### src/rtl/core/lfr_pkg.sv
// Shared constants for the line and frame receiver: defaults, command and register codes.
package lfr_pkg;

   // Default sizes of one buffer bank and of one fixed-length frame.
   localparam int BUF_BYTES_DEF   = 64;
   localparam int FRAME_BYTES_DEF = 9;

   // Control characters of text lines.
   localparam logic [7:0] CH_CR = 8'h0D;
   localparam logic [7:0] CH_LF = 8'h0A;

   // Reset value of the frame header register.
   localparam logic [7:0] HEADER_RESET = 8'd89;

   // Field widths of the ports.
   localparam int CMD_W     = 2;
   localparam int BYTE_W    = 8;
   localparam int INDEX_W   = 6;
   localparam int LENGTH_W  = 7;
   localparam int CSR_IDX_W = 2;

   // Command codes of the request channel.
   localparam logic [CMD_W-1:0] CMD_BYTE   = 2'd0;
   localparam logic [CMD_W-1:0] CMD_STATUS = 2'd1;
   localparam logic [CMD_W-1:0] CMD_READ   = 2'd2;

   // Configuration register indexes.
   localparam logic [CSR_IDX_W-1:0] CSR_FRAME_MODE = 2'd0;
   localparam logic [CSR_IDX_W-1:0] CSR_HEADER     = 2'd1;

endpackage

### src/rtl/core/line_frame_receiver.sv
// Top level of the line and frame receiver with its ping-pong bank memory.
// A status or read transaction shows its response in the cycle after acceptance.
// Throughput: one request transaction per cycle; a status or read transaction waits only
// while a stalled response holds the register. Each stored byte is one memory write and
// each in-range read is one memory read, on separate ports of the bank memory.
// Reset clears the fill count, bank select, length, flags, frame mode and the response valid, and
// loads the header reset value; the bank memory and the response payload hold unknown data until written.
module line_frame_receiver #(
   parameter int BUF_BYTES   = lfr_pkg::BUF_BYTES_DEF,
   parameter int FRAME_BYTES = lfr_pkg::FRAME_BYTES_DEF
) (
   input  logic                          clock,
   input  logic                          reset,
   input  logic                          req_valid,
   output logic                          req_stall,
   input  logic [lfr_pkg::CMD_W-1:0]     req_cmd,
   input  logic [lfr_pkg::BYTE_W-1:0]    req_rx_byte,
   input  logic [lfr_pkg::INDEX_W-1:0]   req_read_index,
   output logic                          rsp_valid,
   input  logic                          rsp_stall,
   output logic                          rsp_line_ready,
   output logic                          rsp_overflow,
   output logic [lfr_pkg::LENGTH_W-1:0]  rsp_line_length,
   output logic [lfr_pkg::BYTE_W-1:0]    rsp_read_data,
   input  logic                          csr_valid,
   output logic                          csr_ready,
   input  logic [lfr_pkg::CSR_IDX_W-1:0] csr_index,
   input  logic [lfr_pkg::BYTE_W-1:0]    csr_data
);
   import lfr_pkg::*;

   // Offset bits within a bank, fill count bits, and a compare width wide enough for all.
   localparam int AW = $clog2(BUF_BYTES);
   localparam int FW = $clog2(BUF_BYTES + 1);
   localparam int CW = (FW > LENGTH_W) ? FW : LENGTH_W;
   localparam int DEPTH = 2 ** (AW + 1);

   // Configuration registers.
   logic             frame_mode_ff;
   logic [BYTE_W-1:0] header_byte_ff;

   // Receive state.
   logic [FW-1:0] fill_count_ff, fill_count_in;
   logic          active_bank_ff, active_bank_in;
   logic [FW-1:0] done_length_ff, done_length_in;
   logic          ready_flag_ff, ready_flag_in;
   logic          overrun_flag_ff, overrun_flag_in;

   // Bank memory and its registered read port.
   logic [BYTE_W-1:0] bank_store_ff [DEPTH];
   logic [BYTE_W-1:0] rd_data_ff;
   logic              wr_en;
   logic [AW:0]       wr_addr;
   logic              rd_en;
   logic [AW:0]       rd_addr;

   // Response register.
   logic                out_valid_ff, out_valid_in;
   logic                out_ready_ff;
   logic                out_overflow_ff;
   logic [LENGTH_W-1:0] out_length_ff;
   logic                out_use_mem_ff;

   logic          has_rsp;
   logic          req_accept;
   logic [CW-1:0] fill_ext;
   logic [CW-1:0] index_ext;
   logic          read_in_range;

   // Handshake: bytes are taken even while a response waits; queries need the register.
   assign has_rsp    = (req_cmd == CMD_STATUS) || (req_cmd == CMD_READ);
   assign req_stall  = out_valid_ff && rsp_stall && has_rsp;
   assign req_accept = req_valid && !req_stall;
   assign csr_ready  = 1'b1;

   assign fill_ext      = CW'(fill_count_ff);
   assign index_ext     = CW'(req_read_index);
   assign read_in_range = (index_ext < CW'(done_length_ff)) && (index_ext < CW'(BUF_BYTES));

   // Configuration writes; unknown indexes are ignored.
   always_ff @(posedge clock) begin
      if (reset) begin
         frame_mode_ff  <= 1'b0;
         header_byte_ff <= HEADER_RESET;
      end else if (csr_valid) begin
         unique case (csr_index)
            CSR_FRAME_MODE: frame_mode_ff  <= csr_data[0];
            CSR_HEADER:     header_byte_ff <= csr_data;
            default: ;
         endcase
      end
   end

   // Byte handling, flag clearing and memory address generation.
   always_comb begin
      fill_count_in   = fill_count_ff;
      active_bank_in  = active_bank_ff;
      done_length_in  = done_length_ff;
      ready_flag_in   = ready_flag_ff;
      overrun_flag_in = overrun_flag_ff;
      wr_en           = 1'b0;
      wr_addr         = {active_bank_ff, AW'(fill_count_ff)};
      rd_en           = 1'b0;
      rd_addr         = {~active_bank_ff, AW'(req_read_index)};
      if (req_accept) begin
         case (req_cmd)
            CMD_BYTE: begin
               if (!frame_mode_ff) begin
                  // Text line: drop CR, finish on LF, restart on overrun.
                  if (fill_ext < CW'(BUF_BYTES)) begin
                     if (req_rx_byte != CH_CR) begin
                        wr_en         = 1'b1;
                        fill_count_in = FW'(fill_count_ff + FW'(1));
                     end
                     if (req_rx_byte == CH_LF) begin
                        ready_flag_in  = 1'b1;
                        done_length_in = FW'(fill_count_ff + FW'(1));
                        active_bank_in = ~active_bank_ff;
                        fill_count_in  = '0;
                     end
                  end else begin
                     overrun_flag_in = 1'b1;
                     fill_count_in   = '0;
                  end
               end else begin
                  // Headed frame: check the two header positions, finish at full length.
                  if ((req_rx_byte != header_byte_ff) && (fill_ext < CW'(2))) begin
                     fill_count_in = '0;
                  end else if ((fill_ext < CW'(FRAME_BYTES)) && (fill_ext < CW'(BUF_BYTES))) begin
                     wr_en         = 1'b1;
                     fill_count_in = FW'(fill_count_ff + FW'(1));
                     if (fill_ext + CW'(1) == CW'(FRAME_BYTES)) begin
                        ready_flag_in  = 1'b1;
                        done_length_in = FW'(fill_count_ff + FW'(1));
                        active_bank_in = ~active_bank_ff;
                        fill_count_in  = '0;
                     end
                  end else begin
                     fill_count_in = '0;
                  end
               end
            end
            CMD_STATUS: begin
               ready_flag_in   = 1'b0;
               overrun_flag_in = 1'b0;
            end
            CMD_READ: begin
               rd_en = read_in_range;
            end
            default: ;
         endcase
      end
   end

   // Receive state registers.
   always_ff @(posedge clock) begin
      if (reset) begin
         fill_count_ff   <= '0;
         active_bank_ff  <= 1'b0;
         done_length_ff  <= '0;
         ready_flag_ff   <= 1'b0;
         overrun_flag_ff <= 1'b0;
      end else begin
         fill_count_ff   <= fill_count_in;
         active_bank_ff  <= active_bank_in;
         done_length_ff  <= done_length_in;
         ready_flag_ff   <= ready_flag_in;
         overrun_flag_ff <= overrun_flag_in;
      end
   end

   // Bank memory: the write goes to the filling bank, the read to the completed one.
   always_ff @(posedge clock) begin
      if (wr_en) begin
         bank_store_ff[wr_addr] <= req_rx_byte;
      end
      if (rd_en) begin
         rd_data_ff <= bank_store_ff[rd_addr];
      end
   end

   // Response register valid.
   always_comb begin
      if (req_accept && has_rsp) begin
         out_valid_in = 1'b1;
      end else if (rsp_stall) begin
         out_valid_in = out_valid_ff;
      end else begin
         out_valid_in = 1'b0;
      end
   end

   always_ff @(posedge clock) begin
      if (reset) begin
         out_valid_ff <= 1'b0;
      end else begin
         out_valid_ff <= out_valid_in;
      end
   end

   // Response payload, loaded with each accepted query.
   always_ff @(posedge clock) begin
      if (req_accept && has_rsp) begin
         if (req_cmd == CMD_STATUS) begin
            out_ready_ff    <= ready_flag_ff;
            out_overflow_ff <= overrun_flag_ff;
            out_length_ff   <= overrun_flag_ff ? '0 : LENGTH_W'(done_length_ff);
            out_use_mem_ff  <= 1'b0;
         end else begin
            out_ready_ff    <= 1'b0;
            out_overflow_ff <= 1'b0;
            out_length_ff   <= '0;
            out_use_mem_ff  <= read_in_range;
         end
      end
   end

   assign rsp_valid       = out_valid_ff;
   assign rsp_line_ready  = out_ready_ff;
   assign rsp_overflow    = out_overflow_ff;
   assign rsp_line_length = out_length_ff;
   assign rsp_read_data   = out_use_mem_ff ? rd_data_ff : '0;

endmodule

### config.mk
export PLATFORM = sky130hd
export DESIGN_NAME = line_frame_receiver
export DESIGN_NICKNAME = d
export VERILOG_FILES = /design/src/rtl/core/lfr_pkg.sv /design/src/rtl/core/line_frame_receiver.sv
export SDC_FILE = /design/constraint.sdc
export NUM_CORES = 1
export LEC_CHECK = 0
export BUFFER_PORTS_ARGS = -buffer_cell sky130_fd_sc_hd__clkbuf_2
export CAP_MARGIN = 0
export CORE_MARGIN = 2
export CORE_UTILIZATION = 50
export DETAILED_ROUTE_END_ITERATION = 8
export PLACE_DENSITY = 0.75
export SLEW_MARGIN = 20
export SYNTH_ARGS = -nofsm -noshare
export SYNTH_HDL_FRONTEND = slang
export SYNTH_SLANG_ARGS = --single-unit
### constraint.sdc
create_clock -name clock -period 3.6 [get_ports clock]
set_clock_uncertainty 0.2 [all_clocks]
set_input_delay 1.08 -clock clock [delete_from_list [all_inputs] [get_ports clock]]
set_output_delay 1.08 -clock clock [all_outputs]
set_load 0.01 [all_outputs]
## After elaboration in Yosys (flattened, before gate mapping)

Memories as Yosys holds them, arrays and structs flattened. A register that Yosys moved wholly into a read port is not among the register bits.
Cells that the tools add are included.

| storage, ports and cells | value |
|---|---|
| input port bits | 31 |
| memory bits (writable) | 1024 |
| bits in read-only memories | 0 |
| memories kept | 1 |
| bits in registers | 37 |
| latch bits | 0 |
| output and inout bits | 20 |

Memory list:

| memory | depth | bits a word | read ports | clocked after memory_dff | write ports | RTL line | RTL |
|---|---|---|---|---|---|---|---|
| bank_store_ff | 128 | 8 | 1 | 1 | 1 | line_frame_receiver.sv:50 | `logic [BYTE_W-1:0] bank_store_ff [DEPTH];` |

| cells by class | value |
|---|---|
| add/sub/neg operators | 1 |
| equality and inequality tests | 19 |
| shift operators | 0 |
| bitwise operators | 2 |
| multiply operators | 0 |
| multiplexer cells | 43 |
| magnitude comparators | 5 |
| divide/modulo/power cells | 0 |
| reductions and logical operators | 21 |

Operators by type and width:

| operator | count |
|---|---|
| 2-to-1 mux 7 bit | 13 |
| 2-to-1 mux 1 bit | 27 |
| != test 3 bit, second input constant | 5 |
| AND reduction 7 bit | 2 |
| == test 8 x 4 -> 1 bit, second input constant | 1 |
| 2-to-1 mux 8 bit | 1 |
| != test 8 x 4 -> 1 bit, second input constant | 1 |
| != test 8 bit | 1 |
| adder 7 x 1 -> 7 bit, second input constant | 1 |
| == test 7 x 4 -> 1 bit, second input constant | 1 |
| logical AND 1 bit | 7 |
| < comparator 6 x 7 -> 1 bit | 1 |
| < comparator 6 x 7 -> 1 bit, second input constant | 1 |
| < comparator 7 x 2 -> 1 bit, second input constant | 1 |
| < comparator 7 x 4 -> 1 bit, second input constant | 1 |
| < comparator 7 bit, second input constant | 1 |
| != test 2 x 1 -> 1 bit, second input constant | 3 |
| != test 2 bit, second input constant | 3 |
| nonzero test 2 bit | 3 |
| == test 2 x 1 -> 1 bit, second input constant | 2 |
| zero test 2 bit | 2 |
| != test 4 x 2 -> 1 bit, second input constant | 1 |
| one-hot mux 1 bit (2 select lines) | 2 |
| AND reduction 2 bit | 2 |
| 7 further kinds | 8 |

## Longest topological paths before layout

| logic depth | value |
|---|---|
| depth in word-level cells | 9 |
| mapped depth | 10 |
| gate-level depth less buffers | 8 |

## Worst setup path before layout

No wires, ideal clock.

| path | value |
|---|---|
| kind | input-to-reg |
| from | in req_read_index[0] in the netlist's numbering |
| to | reg rd_data_ff[0], read port of bank_store_ff, enable pin |
| library setup time | 375 ps |
| path buffers | 3 |
| stages on the path | 9 |
| path slack | 128 ps |
| data arrival time | 2897 ps |
| cell sequence | buf_6 > buf_6 > buf_4 > nand2b_1 > a21o_1 > a21o_1 > a21o_1 > a211o_1 > a21oi_1 |

| on the way | value |
|---|---|
| longest elaborated chain between the ends | 4 |
| elaborated cells on any way between the ends | 5 |

Ends and longest elaborated chain:

| element | RTL line | RTL |
|---|---|---|
| start, declared | line_frame_receiver.sv:18 | `input logic [lfr_pkg::INDEX_W-1:0] req_read_index,` |
| < comparator 6 x 7 -> 1 bit | line_frame_receiver.sv:78 | `assign read_in_range = (index_ext < CW'(done_length_ff)) && (index_ext < CW'(BUF_BYTES));` |
| logical AND 1 bit * | line_frame_receiver.sv:78 |  |
| 2-to-1 mux 1 bit * | line_frame_receiver.sv:106 | `case (req_cmd)` |
| 2-to-1 mux 1 bit * | line_frame_receiver.sv:105 | `if (req_accept) begin` |
| net rd_en | line_frame_receiver.sv:54 | `logic rd_en;` |
| end, declared | line_frame_receiver.sv:51 | `logic [BYTE_W-1:0] rd_data_ff;` |

Mark *: on every way through the listed nets, which the timed path passes. The rest lies on a longest branch.
A chain may end at the register's enable or synchronous reset.

## Final worst setup path

| path | value |
|---|---|
| from | in req_rx_byte[2] in the netlist's numbering |
| to | mem bank_store_ff[124][6], enable pin |

| on the way | value |
|---|---|
| longest elaborated chain between the ends | 8 |
| elaborated cells on any way between the ends | 11 |

Ends and longest elaborated chain:

| element | RTL line | RTL |
|---|---|---|
| start, declared | line_frame_receiver.sv:17 | `input logic [lfr_pkg::BYTE_W-1:0] req_rx_byte,` |
| != test 8 x 4 -> 1 bit / != test 8 bit (equally long branches) | line_frame_receiver.sv:111, line_frame_receiver.sv:127 |  |
| 2-to-1 mux 1 bit / logical AND 1 bit (equally long branches) | line_frame_receiver.sv:111, line_frame_receiver.sv:127 |  |
| 2-to-1 mux 1 bit, on equally long branches | line_frame_receiver.sv:110, line_frame_receiver.sv:127 |  |
| 2-to-1 mux 1 bit * | line_frame_receiver.sv:108 | `if (!frame_mode_ff) begin` |
| 2-to-1 mux 1 bit * | line_frame_receiver.sv:106 |  |
| 2-to-1 mux 1 bit * | line_frame_receiver.sv:105 |  |
| 2-to-1 mux 1 bit * | line_frame_receiver.sv:174 | `if (wr_en) begin` |
| 2-to-1 mux 1 bit (not written as such) * | line_frame_receiver.sv:175 | `bank_store_ff[wr_addr] <= req_rx_byte;` |
| end, declared | line_frame_receiver.sv:50 |  |

Every way passes the cells marked *; elsewhere a longest branch is shown, timed or not.

==> impl_metrics.env <==
export IMPL_first_global_vias=21900
export IMPL_async_flop_share_pct=0
export IMPL_finalPower_mw=25.9
export IMPL_top_usage_layer="met2"
export IMPL_dp_cells=3238
export IMPL_fin_crit_sh_pct=92.5
export IMPL_synth_top_flop_cell="edfxtp_1"
export IMPL_r2r_start="fill_count_ff[2]$_SDFFE_PP0P_"
export IMPL_grt_pass1_wl_mm=146
export IMPL_die_h_um=294
export IMPL_rows=106
export IMPL_tightest_slew_ps=1080
export IMPL_vias=21400
export IMPL_ys_ff_latch=1069
export IMPL_maxCapViolCount=0
export IMPL_synth_edf_count=1042
export IMPL_worst_setup_path_end_kind="flop"
export IMPL_syn_to_final_growth_pct=15.0
export IMPL_holdWs_ps=289
export IMPL_grt_use_met2_pct=37.7
export IMPL_synth_cells=2017
export IMPL_drive_above_1_share_pct=29.4
export IMPL_holdBufCountCts=0
export IMPL_synth_cell_types=53
export IMPL_grt_start_max_net_pins=96
export IMPL_wl_per_cell_um=28.8
export IMPL_cts_clk_slew_worst_paths_ps=60
export IMPL_worst_setup_path_start_kind="input port"
export IMPL_syn_num_nets=2058
export IMPL_crit_arrival_ps=3400
export IMPL_power_density_nw_per_um2=535
export IMPL_clockBufferDepth=3
export IMPL_drc=0
export IMPL_final_common_cell="edfxtp_1"
export IMPL_required_ps=3670
export IMPL_final_hold_violation_count=0
export IMPL_antenna_found_initial=1
export IMPL_ant_nets=0
export IMPL_cts_htree_levels=3
export IMPL_yosysWarnings=0
export IMPL_min_period_ps=3330
export IMPL_cts_resized=0
export IMPL_dpl_hpwl_mm=63.1
export IMPL_drt_initial_drc_count=2675
export IMPL_drv_slew=0
export IMPL_numPortBuffers=49
export IMPL_ys_seq_area_share_pct=75.5
export IMPL_clock_latency_ps=660
export IMPL_crit_type="input port to flop"
export IMPL_cts_root_buf="clkbuf_16"
export IMPL_grt_use_met3_pct=5.30
export IMPL_fmax_mhz=300
export IMPL_finalSetupViolCount=0
export IMPL_cts_tree="done"
export IMPL_ioPinCount=51
export IMPL_numCtsBuffers=100
export IMPL_post_route_util_pct=58.0
export IMPL_critPathLaunch="req_rx_byte[2]"
export IMPL_yosysTopAreaCell="edfxtp_1"
export IMPL_core_um2=83600
export IMPL_critPathCapture="bank_store_ff[124][6]$_DFFE_PP_"
export IMPL_cts_sinks=1069
export IMPL_antenna_cells=0
export IMPL_rsz0062_at_grt="no"
export IMPL_r2r_slack_ps=410
export IMPL_fin_cells=3421
export IMPL_timing_rr_end="bank_store_ff[124][6]$_DFFE_PP_"
export IMPL_syn_area_um2=42100
export IMPL_postCtsSetupBuffers=0
export IMPL_wirelength_mm=98.6
export IMPL_layout_nets=2301
export IMPL_postSynthAreaPerCell_um2=20.9
export IMPL_ys_top_cells_by_area="edfxtp_1, mux4_2, mux2i_1"
export IMPL_avgViaCountPerCell=6.25
export IMPL_track_usage_pct=23.2
export IMPL_globalplace_congestion=0.900
export IMPL_die_w_um=294
export IMPL_drt_pass1_iterations=6
export IMPL_dieArea_um2=86600
export IMPL_ir_drop_mv=0.377
export IMPL_worstHoldPathType="flop to flop"
export IMPL_grt_overflow=0
export IMPL_status="complete, no violations"
export IMPL_crit_fanout=10
export IMPL_leakagePower_nw=15.7
export IMPL_start_util_pct=50.4
export IMPL_synth_top_cell_area_share_pct=74.3
export IMPL_relSlewSlack_pct=27.9
export IMPL_final_cell_mix="edfxtp_1, mux4_2, buf_4, nor2_1, clkbuf_16"
export IMPL_reg2reg_depth=7
export IMPL_use_met1_pct=31.6
==> final cells by class <==
type                    instances  area [um^2]
clock buffers                 118         2590
fillers                      5825        35100
repair buffers                250         2210
flip-flops and latches       1069        31800
well taps                    1080         1350
multi-input cells             822         9610
inverters                      17         63.8
clock inverters                65          812
==> per-layer routing <==
metal	part of all wire, %	wire [um]	vias to the layer above
met1	37	36800	11100
met4	3.3	3240	0
met2	49	48400	1226
met5	0	0	-
li1	-	-	8884
met3	10	10100	188
==> power by group <==
group / internal [mW] / leakage (nW) / switching, mW
registers: 13.7 / 9.59 / 0.0153
clock network: 6.44 / 1.66 / 4.52
logic: 0.551 / 4.42 / 0.752
total: 20.7 / 15.7 / 5.28
==> sequential cells by signal (all words and copies together) (netlist names) <==
name             count
rsp_valid            1
active_bank_ff       1
out_use_mem_ff       1
rd_data_ff           8
fill_count_ff        7
frame_mode_ff        1
header_byte_ff       8
rsp_line_length      7
bank_store_ff     1024
rsp_overflow         1
rsp_line_ready       1
ready_flag_ff        1
overrun_flag_ff      1
done_length_ff       7
==> critical path, cell delays in order <==
cell,delay (ps)
buf_4,200
xnor2_1,150
nand4_1,110
o21ai_0,230
a32o_1,240
buf_4,170
nand4_1,210
buf_12,250
nor2_1,730
==> synth_stat cells, drive strengths merged (15+ instances only) <==
library cell and n:
edfxtp 1042, mux4 256, nor2 173, mux2i 85, buf 76, a221oi 40
clkbuf 33, dfxtp 27, mux2 24, and2 21, nand2 18, a21oi 17
inv 17, a22o 16, nand4 15, nor3 15
==> cells by family after synthesis <==
group	share of synthesized area, %
other cells	0.00890
compound gates	2.56
flops	75.5
fa+ha+maj	0.297
mux	16.4
xor+xnor	0.353
buf+inv	1.68
simple gates	3.19
==> stage by stage <==
step                worst slack, ps  cell area, um^2  TNS, ps
floorplan                       128            42100        0
global placement               -357            45100  -190240
detailed placement             -348            45100  -167420
CTS                             326            48500        0
global route                    153            48500        0
finish                          269            48500        0
==> worst min path at each step <==
stage | startpoint | to | cells after the start
floorplan | done_length_ff[1]$_SDFFE_PP0P_ | done_length_ff[1]$_SDFFE_PP0P_ | 2
detailed placement | header_byte_ff[0]$_SDFFE_PP1P_ | header_byte_ff[0]$_SDFFE_PP1P_ | 1
finish | header_byte_ff[0]$_SDFFE_PP1P_ | header_byte_ff[0]$_SDFFE_PP1P_ | 1
global route | header_byte_ff[0]$_SDFFE_PP1P_ | header_byte_ff[0]$_SDFFE_PP1P_ | 1
CTS | header_byte_ff[0]$_SDFFE_PP1P_ | header_byte_ff[0]$_SDFFE_PP1P_ | 1
global placement | header_byte_ff[0]$_SDFFE_PP1P_ | header_byte_ff[0]$_SDFFE_PP1P_ | 1
(Power assumes the default switching activity.)
